### config.mk
export PLATFORM = sky130hd
export DESIGN_NAME = float_to_pcm_s16_converter
export DESIGN_NICKNAME = d
export VERILOG_FILES = /design/src/rtl/f2pcm_pkg.sv /design/src/rtl/float_to_pcm_s16_converter.sv
export SDC_FILE = /design/constraint.sdc
export NUM_CORES = 1
export LEC_CHECK = 0
export ABC_AREA = 1
export BUFFER_PORTS_ARGS = -buffer_cell sky130_fd_sc_hd__buf_2
export CAP_MARGIN = 15
export CORE_ASPECT_RATIO = 1.25
export CORE_MARGIN = 1
export CORE_UTILIZATION = 30
export DETAILED_ROUTE_END_ITERATION = 16
export GPL_ROUTABILITY_DRIVEN = 0
export GPL_TIMING_DRIVEN = 0
export SLEW_MARGIN = 10
export SYNTH_ARGS = -nofsm -noshare
export SYNTH_HDL_FRONTEND = slang
export SYNTH_SLANG_ARGS = --single-unit
### constraint.sdc
create_clock -name clk -period 16.35 [get_ports clk]
set_input_delay 0.8175 -clock clk [delete_from_list [all_inputs] [get_ports clk]]
set_output_delay 0.8175 -clock clk [all_outputs]
set_load 0.01 [all_outputs]
### src/rtl/f2pcm_pkg.sv
// Constants and a stage record type for the float to PCM converter.
package f2pcm_pkg;
  localparam int unsigned SCALE = 32767;
  localparam logic [15:0] POS_MAX = 16'h7FFF;
  localparam logic [16:0] NEG_MAX = 17'd32768;

  typedef struct packed {
    logic        neg;
    logic        nan;
    logic        sat;
    logic        zero;
    logic [8:0]  exp;
    logic [38:0] prod;
  } f2pcm_s1_t;
endpackage

### src/rtl/float_to_pcm_s16_converter.sv
// Top level: float32 audio sample to saturated signed 16-bit PCM.
//
// The input channel (float_sample, end_of_buffer, valid, ready) takes one
// float32 bit pattern per transaction. The output channel (pcm_sample,
// end_of_buffer_out, out_valid, out_ready) returns one PCM sample per
// transaction, in order. The sample is scaled by 32767 with float32
// rounding, rounded to an integer, ties to even, and clamped.
// The datapath is a four-stage pipeline: decode and multiply, normalize and
// round to 24 bits, round to integer, saturate into the output register.
// out_valid follows the accepted sample through the stage registers. Throughput
// is one transaction per cycle while the receiver does not stall, since every
// stage is registered and advances when it is empty or the next stage does.
// When the receiver stalls, every stage holds and ready falls only once the
// pipeline is full behind the stalled output; nothing is lost or repeated.
// Synchronous reset clears all valid bits; payload registers are not reset.
module float_to_pcm_s16_converter (
  input  logic        clk,
  input  logic        rst,
  input  logic        valid,
  output logic        ready,
  input  logic [31:0] float_sample,
  input  logic        end_of_buffer,
  output logic        out_valid,
  input  logic        out_ready,
  output logic signed [15:0] pcm_sample,
  output logic        end_of_buffer_out
);
  import f2pcm_pkg::*;

  logic [3:0] vld;
  logic [3:0] adv;
  logic [3:0] eob;

  assign adv[3] = !vld[3] || out_ready;
  assign adv[2] = !vld[2] || adv[3];
  assign adv[1] = !vld[1] || adv[2];
  assign adv[0] = !vld[0] || adv[1];
  assign ready = adv[0];

  always_ff @(posedge clk) begin
    if (rst) begin
      vld <= '0;
    end else begin
      if (adv[0]) vld[0] <= valid;
      if (adv[1]) vld[1] <= vld[0];
      if (adv[2]) vld[2] <= vld[1];
      if (adv[3]) vld[3] <= vld[2];
    end
  end

  // Stage 0: decode and multiply by the scale.
  logic [7:0] ex;
  logic [22:0] man;
  logic [23:0] m;
  f2pcm_s1_t s0;
  assign ex = float_sample[30:23];
  assign man = float_sample[22:0];
  assign m = (ex == 8'd0) ? {1'b0, man} : {1'b1, man};

  always_ff @(posedge clk) begin
    if (adv[0]) begin
      s0.neg  <= float_sample[31];
      s0.nan  <= (ex == 8'hFF) && (man != '0);
      s0.sat  <= (ex == 8'hFF);
      s0.zero <= (m == '0);
      s0.exp  <= (ex == 8'd0) ? 9'd1 : {1'b0, ex};
      s0.prod <= {15'd0, m} * 39'(SCALE);
      eob[0]  <= end_of_buffer;
    end
  end

  // Stage 1: float32 rounding of the product. Value = prod * 2^(exp-150).
  // The product has 39 bits at most; keep the top 24 of its bit length.
  logic [5:0] nb;
  always_comb begin
    nb = '0;
    for (int i = 0; i < 39; i++) if (s0.prod[i]) nb = 6'(i + 1);
  end
  logic [5:0] sh1;
  logic [38:0] q1_trunc, rem1, half1;
  logic [24:0] q1;
  logic rup1;
  assign sh1 = (nb > 6'd24) ? nb - 6'd24 : 6'd0;
  assign q1_trunc = s0.prod[38:0] >> sh1;
  assign rem1 = s0.prod[38:0] & ((39'd1 << sh1) - 39'd1);
  assign half1 = (sh1 == 0) ? 39'd0 : (39'd1 << (sh1 - 6'd1));
  assign rup1 = (sh1 != 0) && ((rem1 > half1) || ((rem1 == half1) && q1_trunc[0]));
  assign q1 = q1_trunc[24:0] + {24'd0, rup1};

  logic s1_neg, s1_nan, s1_sat, s1_zero;
  logic [24:0] s1_q;
  logic signed [10:0] s1_e2;
  always_ff @(posedge clk) begin
    if (adv[1]) begin
      s1_neg  <= s0.neg;
      s1_nan  <= s0.nan;
      // Anything at or above 2^16 saturates either way.
      s1_sat  <= s0.sat || (!s0.zero &&
                 ($signed({5'd0, nb}) + $signed({2'd0, s0.exp}) - 11'sd151 >= 11'sd16));
      s1_zero <= s0.zero ||
                 ($signed({5'd0, nb}) + $signed({2'd0, s0.exp}) - 11'sd150 <= -11'sd1);
      s1_q    <= q1;
      s1_e2   <= $signed({2'd0, s0.exp}) - 11'sd150 + $signed({5'd0, sh1});
      eob[1]  <= eob[0];
    end
  end

  // Stage 2: round to integer. Here e2 lies within -24 .. 1 for kept values.
  logic [5:0] r2;
  logic [24:0] q2_trunc, rem2, half2;
  logic [17:0] mag2;
  logic rup2;
  assign r2 = (s1_e2 < 0) ? 6'(-s1_e2) : 6'd0;
  assign q2_trunc = (r2 > 6'd25) ? 25'd0 : (s1_q >> r2);
  assign rem2 = (r2 > 6'd25) ? s1_q : (s1_q & ((25'd1 << r2) - 25'd1));
  assign half2 = (r2 == 0) ? 25'd0 : ((r2 > 6'd25) ? '1 : (25'd1 << (r2 - 6'd1)));
  assign rup2 = (r2 != 0) && ((rem2 > half2) || ((rem2 == half2) && q2_trunc[0]));
  always_comb begin
    if (s1_e2 >= 0) mag2 = 18'(s1_q << s1_e2[4:0]);
    else mag2 = 18'(q2_trunc) + {17'd0, rup2};
  end

  logic s2_neg, s2_nan, s2_sat;
  logic [17:0] s2_mag;
  always_ff @(posedge clk) begin
    if (adv[2]) begin
      s2_neg <= s1_neg;
      s2_nan <= s1_nan;
      s2_sat <= s1_sat;
      s2_mag <= s1_zero ? 18'd0 : mag2;
      eob[2] <= eob[1];
    end
  end

  // Stage 3: saturate, apply the sign, and map NaN to the positive maximum.
  logic [15:0] res;
  always_comb begin
    if (s2_nan) res = POS_MAX;
    else if (s2_neg) begin
      if (s2_sat || s2_mag > {1'b0, NEG_MAX}) res = 16'h8000;
      else res = 16'(18'd0 - s2_mag);
    end else begin
      if (s2_sat || s2_mag > {2'd0, POS_MAX}) res = POS_MAX;
      else res = s2_mag[15:0];
    end
  end

  always_ff @(posedge clk) begin
    if (adv[3]) begin
      pcm_sample <= res;
      eob[3]     <= eob[2];
    end
  end

  assign out_valid = vld[3];
  assign end_of_buffer_out = eob[3];

  a_hold: assert property (@(posedge clk) disable iff (rst)
    out_valid && !out_ready |=> out_valid && $stable(pcm_sample))
    else $error("output changed during stall");
  a_ready: assert property (@(posedge clk) disable iff (rst)
    !out_valid |-> ready)
    else $error("not ready with empty output");
  a_full: assert property (@(posedge clk) disable iff (rst)
    !ready |-> (vld == 4'hF))
    else $error("ready low with a bubble");
endmodule

== Word level (Yosys, flattened, before mapping) ==
Cells that the tools add are included.
Storage, ports and cells
  output and inout port bits: 19
  flip-flop bits (word level): 137
  word-level logic and storage cells: 142
  input port bits: 37
Cells by class
  shifts and indexed selects: 7
  muxes and demuxes: 51
  magnitude comparators: 10
  add/subtract/negate cells: 14
  $mul: 1
  bitwise operators: 2
  reduce and logical (&&, ||, !) cells: 28
  eq/ne operators: 3
Operator list (number)
  6-bit 2-to-1 mux: 40
  1-bit by 6-bit left shift with 39-bit output (first input constant): 2
  25-bit 2-to-1 mux: 3
  1-bit by 6-bit left shift with 25-bit output (first input constant): 2
  16-bit 2-to-1 mux: 3
  39-bit AND: 1
  39-bit == test: 1
  39-bit > comparator: 1
  24-bit by 15-bit multiplier with 39-bit output (second input constant): 1
  39-bit 2-to-1 mux: 1
  39-bit by 6-bit >> shifter with 25-bit output: 1
  39-bit by 1-bit subtractor with 39-bit output (second input constant): 1
  18-bit 2-to-1 mux: 2
  25-bit by 1-bit adder with 25-bit output: 1
  25-bit AND: 1
  25-bit == test: 1
  25-bit > comparator: 1
  25-bit by 5-bit left shift with 18-bit output: 1
  25-bit by 6-bit >> shifter with 18-bit output: 1
  25-bit by 1-bit subtractor with 25-bit output (second input constant): 1
  24-bit logical NOT: 1
  24-bit 2-to-1 mux: 1
  23-bit nonzero test: 1
  18-bit by 1-bit adder with 18-bit output: 1
  other kinds (24): 46

== Logic depth before layout (Yosys ltp) ==
Gate-level depths: netlist of the first run.
  depth in word-level cells: 49
  depth in mapped cells: 74
  depth with buffers taken out: 73

== Worst setup path after synthesis of the first run ==
Ideal clock, no wire load.
  kind: input to register
  from: in float_sample[6]
  to: reg s0[38] (netlist name), data pin
  stages: 34
  buffers on the path: 0
  arrival time: 7.011 ns
  path slack: 9.070 ns
  data required time: 16.081 ns
  library setup time: 0.269 ns
  path through: fa_1 inv_1 fa_1 fa_1 inv_1 fa_1 fa_1 fa_1 ha_1 nand2_1 nor2_1 a211oi_1 nand2_1 inv_1 o21ai_1 a21oi_1 nand2b_1 inv_1 o21ai_1 nand2_1 nand3_1 nand2_1 nand3_1 nand2_1 a21oi_1 o31ai_1 nand4_1 o211ai_1 nand2_1 o2bb2ai_1 o21ai_1 inv_1 o31ai_1 xor2_1
On the way
  cells in the longest elaborated chain, start to end: 2
Ends and longest elaborated chain
  from (decl): line float_to_pcm_s16_converter.sv:21  | input logic [31:0] float_sample,
  24-bit 2-to-1 mux: line float_to_pcm_s16_converter.sv:58  | assign m = (ex == 8'd0) ? {1'b0, man} : {1'b1, man};
  24-bit by 15-bit multiplier with 39-bit output: line float_to_pcm_s16_converter.sv:67  | s0.prod <= {15'd0, m} * 39'(SCALE);
  to (decl): line float_to_pcm_s16_converter.sv:55  | f2pcm_s1_t s0;
No other way between the ends.
A chain may end at the register's enable or synchronous reset.

== Final worst setup path of the first run ==
  from: reg s1_e2[1]
  to: reg s2_mag[17], data pin
On the way
  cells in the longest elaborated chain, start to end: 12
  elaborated cells between the ends (all ways): 25
  those cells by class: add/sub: 4; order compare: 4; eq/ne: 1; shift: 4; mux: 6; bitwise: 1; reduce/logical: 5
Ends and longest elaborated chain
  from (decl): line float_to_pcm_s16_converter.sv:92  | logic signed [10:0] s1_e2;
  from (signal assigned): line float_to_pcm_s16_converter.sv:103  | s1_e2 <= $signed({2'd0, s0.exp}) - 11'sd150 + $signed({5'd0, sh1});
  branches (longest 11 deep; another with 25-bit by 1-bit subtractor with 25-bit output)
  18-bit 2-to-1 mux *: line float_to_pcm_s16_converter.sv:119  | if (s1_e2 >= 0) mag2 = 18'(s1_q << s1_e2[4:0]);
  to (signal assigned): line float_to_pcm_s16_converter.sv:130  | s2_mag <= s1_zero ? 18'd0 : mag2;
  to (decl): line float_to_pcm_s16_converter.sv:124  | logic [17:0] s2_mag;
Mark *: on every way between the ends.

==> reports/results.txt, run 1 <==
Worst Tran Pin Value: 1.03 ns
worst slack at placement: 7.04 ns
r2r endpoint: s2_mag[17]$_SDFFCE_PP0P_
Crit path top cell by count: nand2_1
via count of the first global-routing pass: 19300
# rows: 107
fin cells: 3911
clock sink total: 132
worst skew pair latency: 0.46 ns
clock buffer depth: 2
CORE AREA: 68500 um^2
post-synthesis sequential area ratio: 0.187
CTS Hold Bufs: 0
remaining global-route overflow: 0
crit path capture type: flip-flop
Die Width: 238 um
area post-placement: 22400 um^2
Area growth, synth to finish: 9.85%
fin. max-slew vios: 0
worst hold-check path type: reg2reg
final WL: 65.7 mm
Mapped Cells: 2896
post-route ant nets: 0
vias per inst: 5.05
final critical-path required period: 9.47 ns
CP bufs+invs: 12
Maximum Capacitance Violations: 0
clock skew: 0.0202 ns
Rel. slew slack: 0.307
Top FF cell, synth: edfxtp_1
# resized after CTS: 0
TritonCTS clock tree: done
Async SR Flop Fraction: 0
Critical Path Source Type: flip-flop
H-tree Lvls: 4
Final Hold Viols: 0
drt first pass iters: 7
synth unique cells: 67
RSZ-0062 raised after global routing: false
placed cells: 3879
CP required: 16.53 ns
Worst Hold Depth: 0
DRC violations left: 0
final worst setup slack: 6.88 ns
hpwl dp: 55.3 mm
status: finished clean
first-pass GRT wire length: 104 mm
DR WL/cell: 16.8 um
clk slew on worst S/H paths: 0.07 ns
die height: 297 um
min-delay src: eob[0]$_DFFE_PP_
layout cells sized above 1: 0.0576
Reg2Reg Setup Slack: 6.88 ns
postcts setup bufs: 0
CP max stage cell: edfxtp_1
worst hold endpoint: eob[1]$_DFFE_PP_
antenna violations before repair: 1
initial DRC count: 1726
WP data arrival: 9.65 ns
GRT Total Usage: 0.187
Metal-1 WL: 26.2 mm
Setup TNS: 0 ns
critical path startpoint: s1_e2[1]$_DFFE_PP_
pin count of the biggest net entering global routing: 39
nets: 3377
f_max: 106 MHz
TritonCTS buffer count: 17
CP top delay family: simple AND/OR/NAND/NOR gates
diodes inserted: 0
RR Startpoint: s1_e2[1]$_DFFE_PP_
Finished Cell Area: 23000 um^2
input/output buffers: 55
total die area: 70800 um^2
register bit count reported by yosys: 132
most frequent cells in the layout: nand2_1, inv_1, nor2_1
routed length on met3: 3.89 mm
most common cell after layout, fill and taps aside: nand2_1
Largest stage delay, worst path: 0.48 ns
Cell Area, Synth: 20900 um^2
part of the cycle the worst path needs: 0.579
yosys warns: 0
endpoints failing setup: 0
Post-synth EDFFs: 128
Starting Density: 0.305
io pins: 56
WS Path Type: reg2reg
Synth Area per Inst: 7.23 um^2
Vias: 19800
critical path peak fanout: 10
R2R cell count: 57
CTS root buf: clkbuf_16
routed wl met2: 32.1 mm
top sig layer: met4
## logic make-up after synthesis
group | Yosys count | synth area share
AOI/OAI and AO/OA | 396 | 0.109
xor gates and xnor gates | 73 | 0.0305
adders and majority gates | 368 | 0.283
buffers and inverters | 573 | 0.108
DFF | 132 | 0.187
muxes | 6 | 0.00287
other | 1 | 0.000179
and+or+nand+nor | 1347 | 0.279
## area by class of cell
class,count,area [um^2]
Timing Repair Buffer,56,295
Sequential cell,132,3920
Fill cell,7497,45600
Clock inverter,14,161
Clock buffer,18,439
Inverter,483,1820
Buffer,90,442
Tap cell,926,1160
Multi-Input combinational cell,2192,14800
## Yosys cell counts (all sizes together) (5+ instances only)
library cell  number  area share
o21ai            164       0.039
a21oi            128       0.031
nor3              36      0.0096
clkbuf            49      0.0088
a211oi            15      0.0054
xnor2             18      0.0075
nand4             39       0.012
fa               177        0.17
nand2            597        0.11
inv              480       0.086
o22ai              7      0.0021
mux2i              6      0.0029
o211ai            14      0.0050
xor2              55       0.023
nor4              18      0.0057
o221ai            12      0.0050
edfxtp           128        0.18
buf               41       0.012
nor2             336       0.063
ha               191        0.11
a31oi             16      0.0048
o2111ai            5      0.0021
a2111oi            6      0.0025
nand3            301       0.072
## metal layers
metal	vias up	global-route usage
met5	-	0
met4	0	0.0960
met3	183	0.0250
met2	802	0.328
met1	9116	0.221
li1	9650	-
## worst reg2reg max path: cells and delay by family (launching register included)
family / cells / cell delay [ns]
and+or+nand+nor: 34 / 4.89
DFF: 1 / 0.48
adders and majority gates: 4 / 0.94
AOI/OAI and AO/OA: 7 / 1.08
buffers and inverters: 12 / 1.82
## through the flow
step / hold WS, ns / util
CTS: 0.422 / 0.335
floorplan: 0.400 / -
finish: 0.420 / 0.335
global route: 0.422 / 0.335
global placement: 0.401 / 0.326
detailed placement: 0.405 / 0.327
## how the worst max path moves through the flow
stage	cells past startpoint	to
final	57	s2_mag[17]$_SDFFCE_PP0P_
after global routing	57	s2_mag[17]$_SDFFCE_PP0P_
after CTS	57	s2_mag[17]$_SDFFCE_PP0P_
after detailed placement	57	s2_mag[17]$_SDFFCE_PP0P_
after global placement	57	s2_mag[17]$_SDFFCE_PP0P_
after floorplan	34	s0[38]$_DFFE_PP_
## registers in the layout, summed over array words and instances, names as in the netlist
signal	cells
eob	3
s1_nan	1
s1_neg	1
end_of_buffer_out	1
s2_neg	1
s1_sat	1
s2_sat	1
vld	4
s0	51
pcm_sample	16
s1_e2	7
s2_mag	18
s2_nan	1
s1_q	25
s1_zero	1
Power of run 1 is not shown: default switching activity piles up to over one toggle a cycle in this logic, so the estimate is an artifact.
==> run 2, diff against run 1 <==
--- a/config.mk
+++ b/config.mk
@@ -5,7 +5,7 @@
 export SDC_FILE = /design/constraint.sdc
 export NUM_CORES = 1
 export LEC_CHECK = 0
-export ABC_AREA = 1
+export ABC_AREA = 0
 export BUFFER_PORTS_ARGS = -buffer_cell sky130_fd_sc_hd__buf_2
 export CAP_MARGIN = 15
 export CORE_ASPECT_RATIO = 1.25
==> constraint.sdc (replaced) <==
create_clock -name clk -period 8.2 [get_ports clk]
set_input_delay 0.41 -clock clk [delete_from_list [all_inputs] [get_ports clk]]
set_output_delay 0.41 -clock clk [all_outputs]
set_load 0.01 [all_outputs]
==> run 2 against run 1 <==
  * Utilization is 0.55 points higher
  * Sequential share of layout area is 0.56 points lower
  * Non-clock buffer count is 59 higher
  * Critical path depth is 27 lower
  * Fmax is 18% higher
  * First-iteration DRC count is 17% higher
  * Clock-buffer cell count is 1 lower
  * Synthesized cell count is 18% lower
  * Critical endpoint is now s1_q[22]$_DFFE_PP_
==> reports/results.txt, run 2 <==
status: finished clean (unchanged)
DRC violations left: 0 (unchanged)
layout cells sized above 1: 0.112 (was 0.0576)
placed cells: 3381 (was 3879)
clock sink total: 132 (unchanged)
drt first pass iters: 6 (was 7)
critical path peak fanout: 10 (unchanged)
Vias: 19200 (was 19800)
Final Hold Viols: 0 (unchanged)
initial DRC count: 2026 (was 1726)
CP required: 8.40 ns (was 16.53 ns)
post-route ant nets: 0 (unchanged)
most common cell after layout, fill and taps aside: inv_1 (was nand2_1)
Cell Area, Synth: 21200 um^2 (was 20900 um^2)
yosys warns: 0 (unchanged)
diodes inserted: 0 (unchanged)
input/output buffers: 55 (unchanged)
Synth Area in XOR/XNOR: 0.0401 (was 0.0305)
Mapped Cells: 2389 (was 2896)
CORE AREA: 69700 um^2 (was 68500 um^2)
GRT Total Usage: 0.192 (was 0.187)
Largest register FFs: 51 (unchanged)
clock buffer depth: 2 (unchanged)
worst hold-check path type: in2reg (was reg2reg)
Async SR Flop Fraction: 0 (unchanged)
Critical Path Source Type: flip-flop (unchanged)
WP data arrival: 8.22 ns (was 9.65 ns)
Starting Density: 0.304 (was 0.305)
first-pass GRT wire length: 107 mm (was 104 mm)
most frequent cells in the layout: inv_1, nand2_1, ha_1 (was nand2_1, inv_1, nor2_1)
Biggest register: s0 (unchanged)
CP max stage cell: or4_1 (was edfxtp_1)
DR WL/cell: 20.0 um (was 16.8 um)
Rel. slew slack: 0.341 (was 0.307)
CTS Hold Bufs: 0 (unchanged)
register bit count reported by yosys: 132 (unchanged)
Maximum Capacitance Violations: 0 (unchanged)
vias per inst: 5.59 (was 5.05)
antenna violations before repair: 0 (was 1)
io pins: 56 (unchanged)
share of the synthesized area in the top cell type: 0.181 (was 0.184)
clock skew: 0.0115 ns (was 0.0202 ns)
fin cells: 3441 (was 3911)
# rows: 108 (was 107)
Top FF cell, synth: edfxtp_1 (unchanged)
TritonCTS buffer count: 17 (unchanged)
count leader, synth: inv_1 (was nand2_1)
hpwl dp: 55.1 mm (was 55.3 mm)
main combinational cell family by area after synthesis: adder cells (unchanged)
CP bufs+invs: 4 (was 12)
die height: 299 um (was 297 um)
total die area: 71800 um^2 (was 70800 um^2)
remaining global-route overflow: 0 (unchanged)
post-synthesis sequential area ratio: 0.185 (was 0.187)
final WL: 68.9 mm (was 65.7 mm)
Worst Tran Pin Value: 0.981 ns (was 1.03 ns)
part of the cycle the worst path needs: 0.977 (was 0.579)
CTS root buf: clkbuf_16 (unchanged)
f_max: 125 MHz (was 106 MHz)
synth unique cells: 97 (was 67)
crit path capture type: flip-flop (unchanged)
pin count of the biggest net entering global routing: 38 (was 39)
Largest stage delay, worst path: 0.81 ns (was 0.48 ns)
largest area contributor in the netlist: edfxtp_1 (unchanged)
Area growth, synth to finish: 12.1% (was 9.85%)
leading cell types by count after synthesis: inv_1, nand2_1, ha_1 (was nand2_1, inv_1, nor2_1)
fin. max-slew vios: 0 (unchanged)
Die Width: 240 um (was 238 um)
nets: 2898 (was 3377)
Post-synth EDFFs: 128 (unchanged)
worst skew pair latency: 0.45 ns (was 0.46 ns)
clk slew on worst S/H paths: 0.07 ns (about the same)
Post-Synth Adder-Cell Area: 0.280 (was 0.283)
mux cell area share after synthesis: 0.0733 (was 0.00287)
endpoints failing setup: 0 (unchanged)
TritonCTS clock tree: done (unchanged)
WS Path Type: reg2reg (unchanged)
Synth Area in Simple Gates: 0.180 (was 0.279)
biggest regs: s0: 51 flops, s1_q: 25 flops, s2_mag: 18 flops (unchanged)
via count of the first global-routing pass: 18800 (was 19300)
final critical-path required period: 8.02 ns (was 9.47 ns)
Synth area leaders: edfxtp_1, fa_1, ha_1 (unchanged)
H-tree Lvls: 4 (unchanged)
Synth Area per Inst: 8.88 um^2 (was 7.23 um^2)
CP top delay family: simple AND/OR/NAND/NOR gates (unchanged)
complex-gate fraction of the synthesized area: 0.177 (was 0.109)
## run 2: changes by cell type in the layout (fill, tap and decap cells not counted), sizes merged, moves of 35 or more
cell | before | now
xnor2 | 18 | 63
nand2 | 597 | 204
nand3 | 301 | 68
o21ai | 164 | 108
and2 | 3 | 38
inv | 489 | 236
nor2 | 336 | 176
mux2i | 6 | 71
## run 2: cells by family (layout without fill, tap and decap cells)
| group | Yosys count | count (layout) |
|---|---|---|
| fa+ha+maj | 368 | 368 |
| other cells | 1 | 2 |
| buf+inv | 349 | 465 |
| mux | 115 | 115 |
| simple gates | 763 | 763 |
| xor+xnor | 97 | 97 |
| compound gates | 564 | 564 |
| flops | 132 | 132 |
## run 2: final timing paths
kind | start | endpoint | slack [ns] | cells after the start
worst max-delay path | s0[29]$_DFFE_PP_ | s1_q[22]$_DFFE_PP_ | 0.18 | 30
worst min-delay path | float_sample[31] | s0[51]$_DFFE_PP_ | 0.13 | 1
worst max register to register | s0[29]$_DFFE_PP_ | s1_q[22]$_DFFE_PP_ | 0.18 | 30
worst min register to register | eob[0]$_DFFE_PP_ | eob[1]$_DFFE_PP_ | 0.42 | 0
## run 2: cell type report
class	instances	area [um^2]
buffer	112	533
clock buffer	17	425
clock inverter	15	164
fill	7320	46000
inverter	228	860
multi-input combinational	1909	16100
sequential	132	3920
tap	935	1170
timing repair buffer	93	573
## run 2: stage by stage
step	util	area (um^2)	setup WS, ns	hold slack [ns]	TNS, ns
floorplan	-	21200	0.886	0.400	0
global placement	0.325	22700	-1.23	0.402	-38.61
detailed placement	0.325	22700	-1.24	0.408	-38.29
CTS	0.335	23400	-0.0909	0.115	-0.0909
global route	0.341	23800	-0.0604	0.112	-0.109
finish	0.341	23800	0.185	0.132	0
## run 2: layer usage
metal | vias up | wire length (um) | global-route usage
li1 | 8835 | - | -
met1 | 9160 | 26100 | 0.220
met2 | 926 | 34300 | 0.337
met3 | 313 | 4050 | 0.0278
met4 | 0 | 4420 | 0.111
met5 | - | 0 | 0
## run 2: timing repair
item                                    4_1_cts  5_1_grt
cloned                                        0        0
gates resized for setup                      26       52
pin swaps                                     2        9
buffers inserted                              2       35
endpoints found under the setup margin       43       40
Power of run 2 is left out for the same reason.
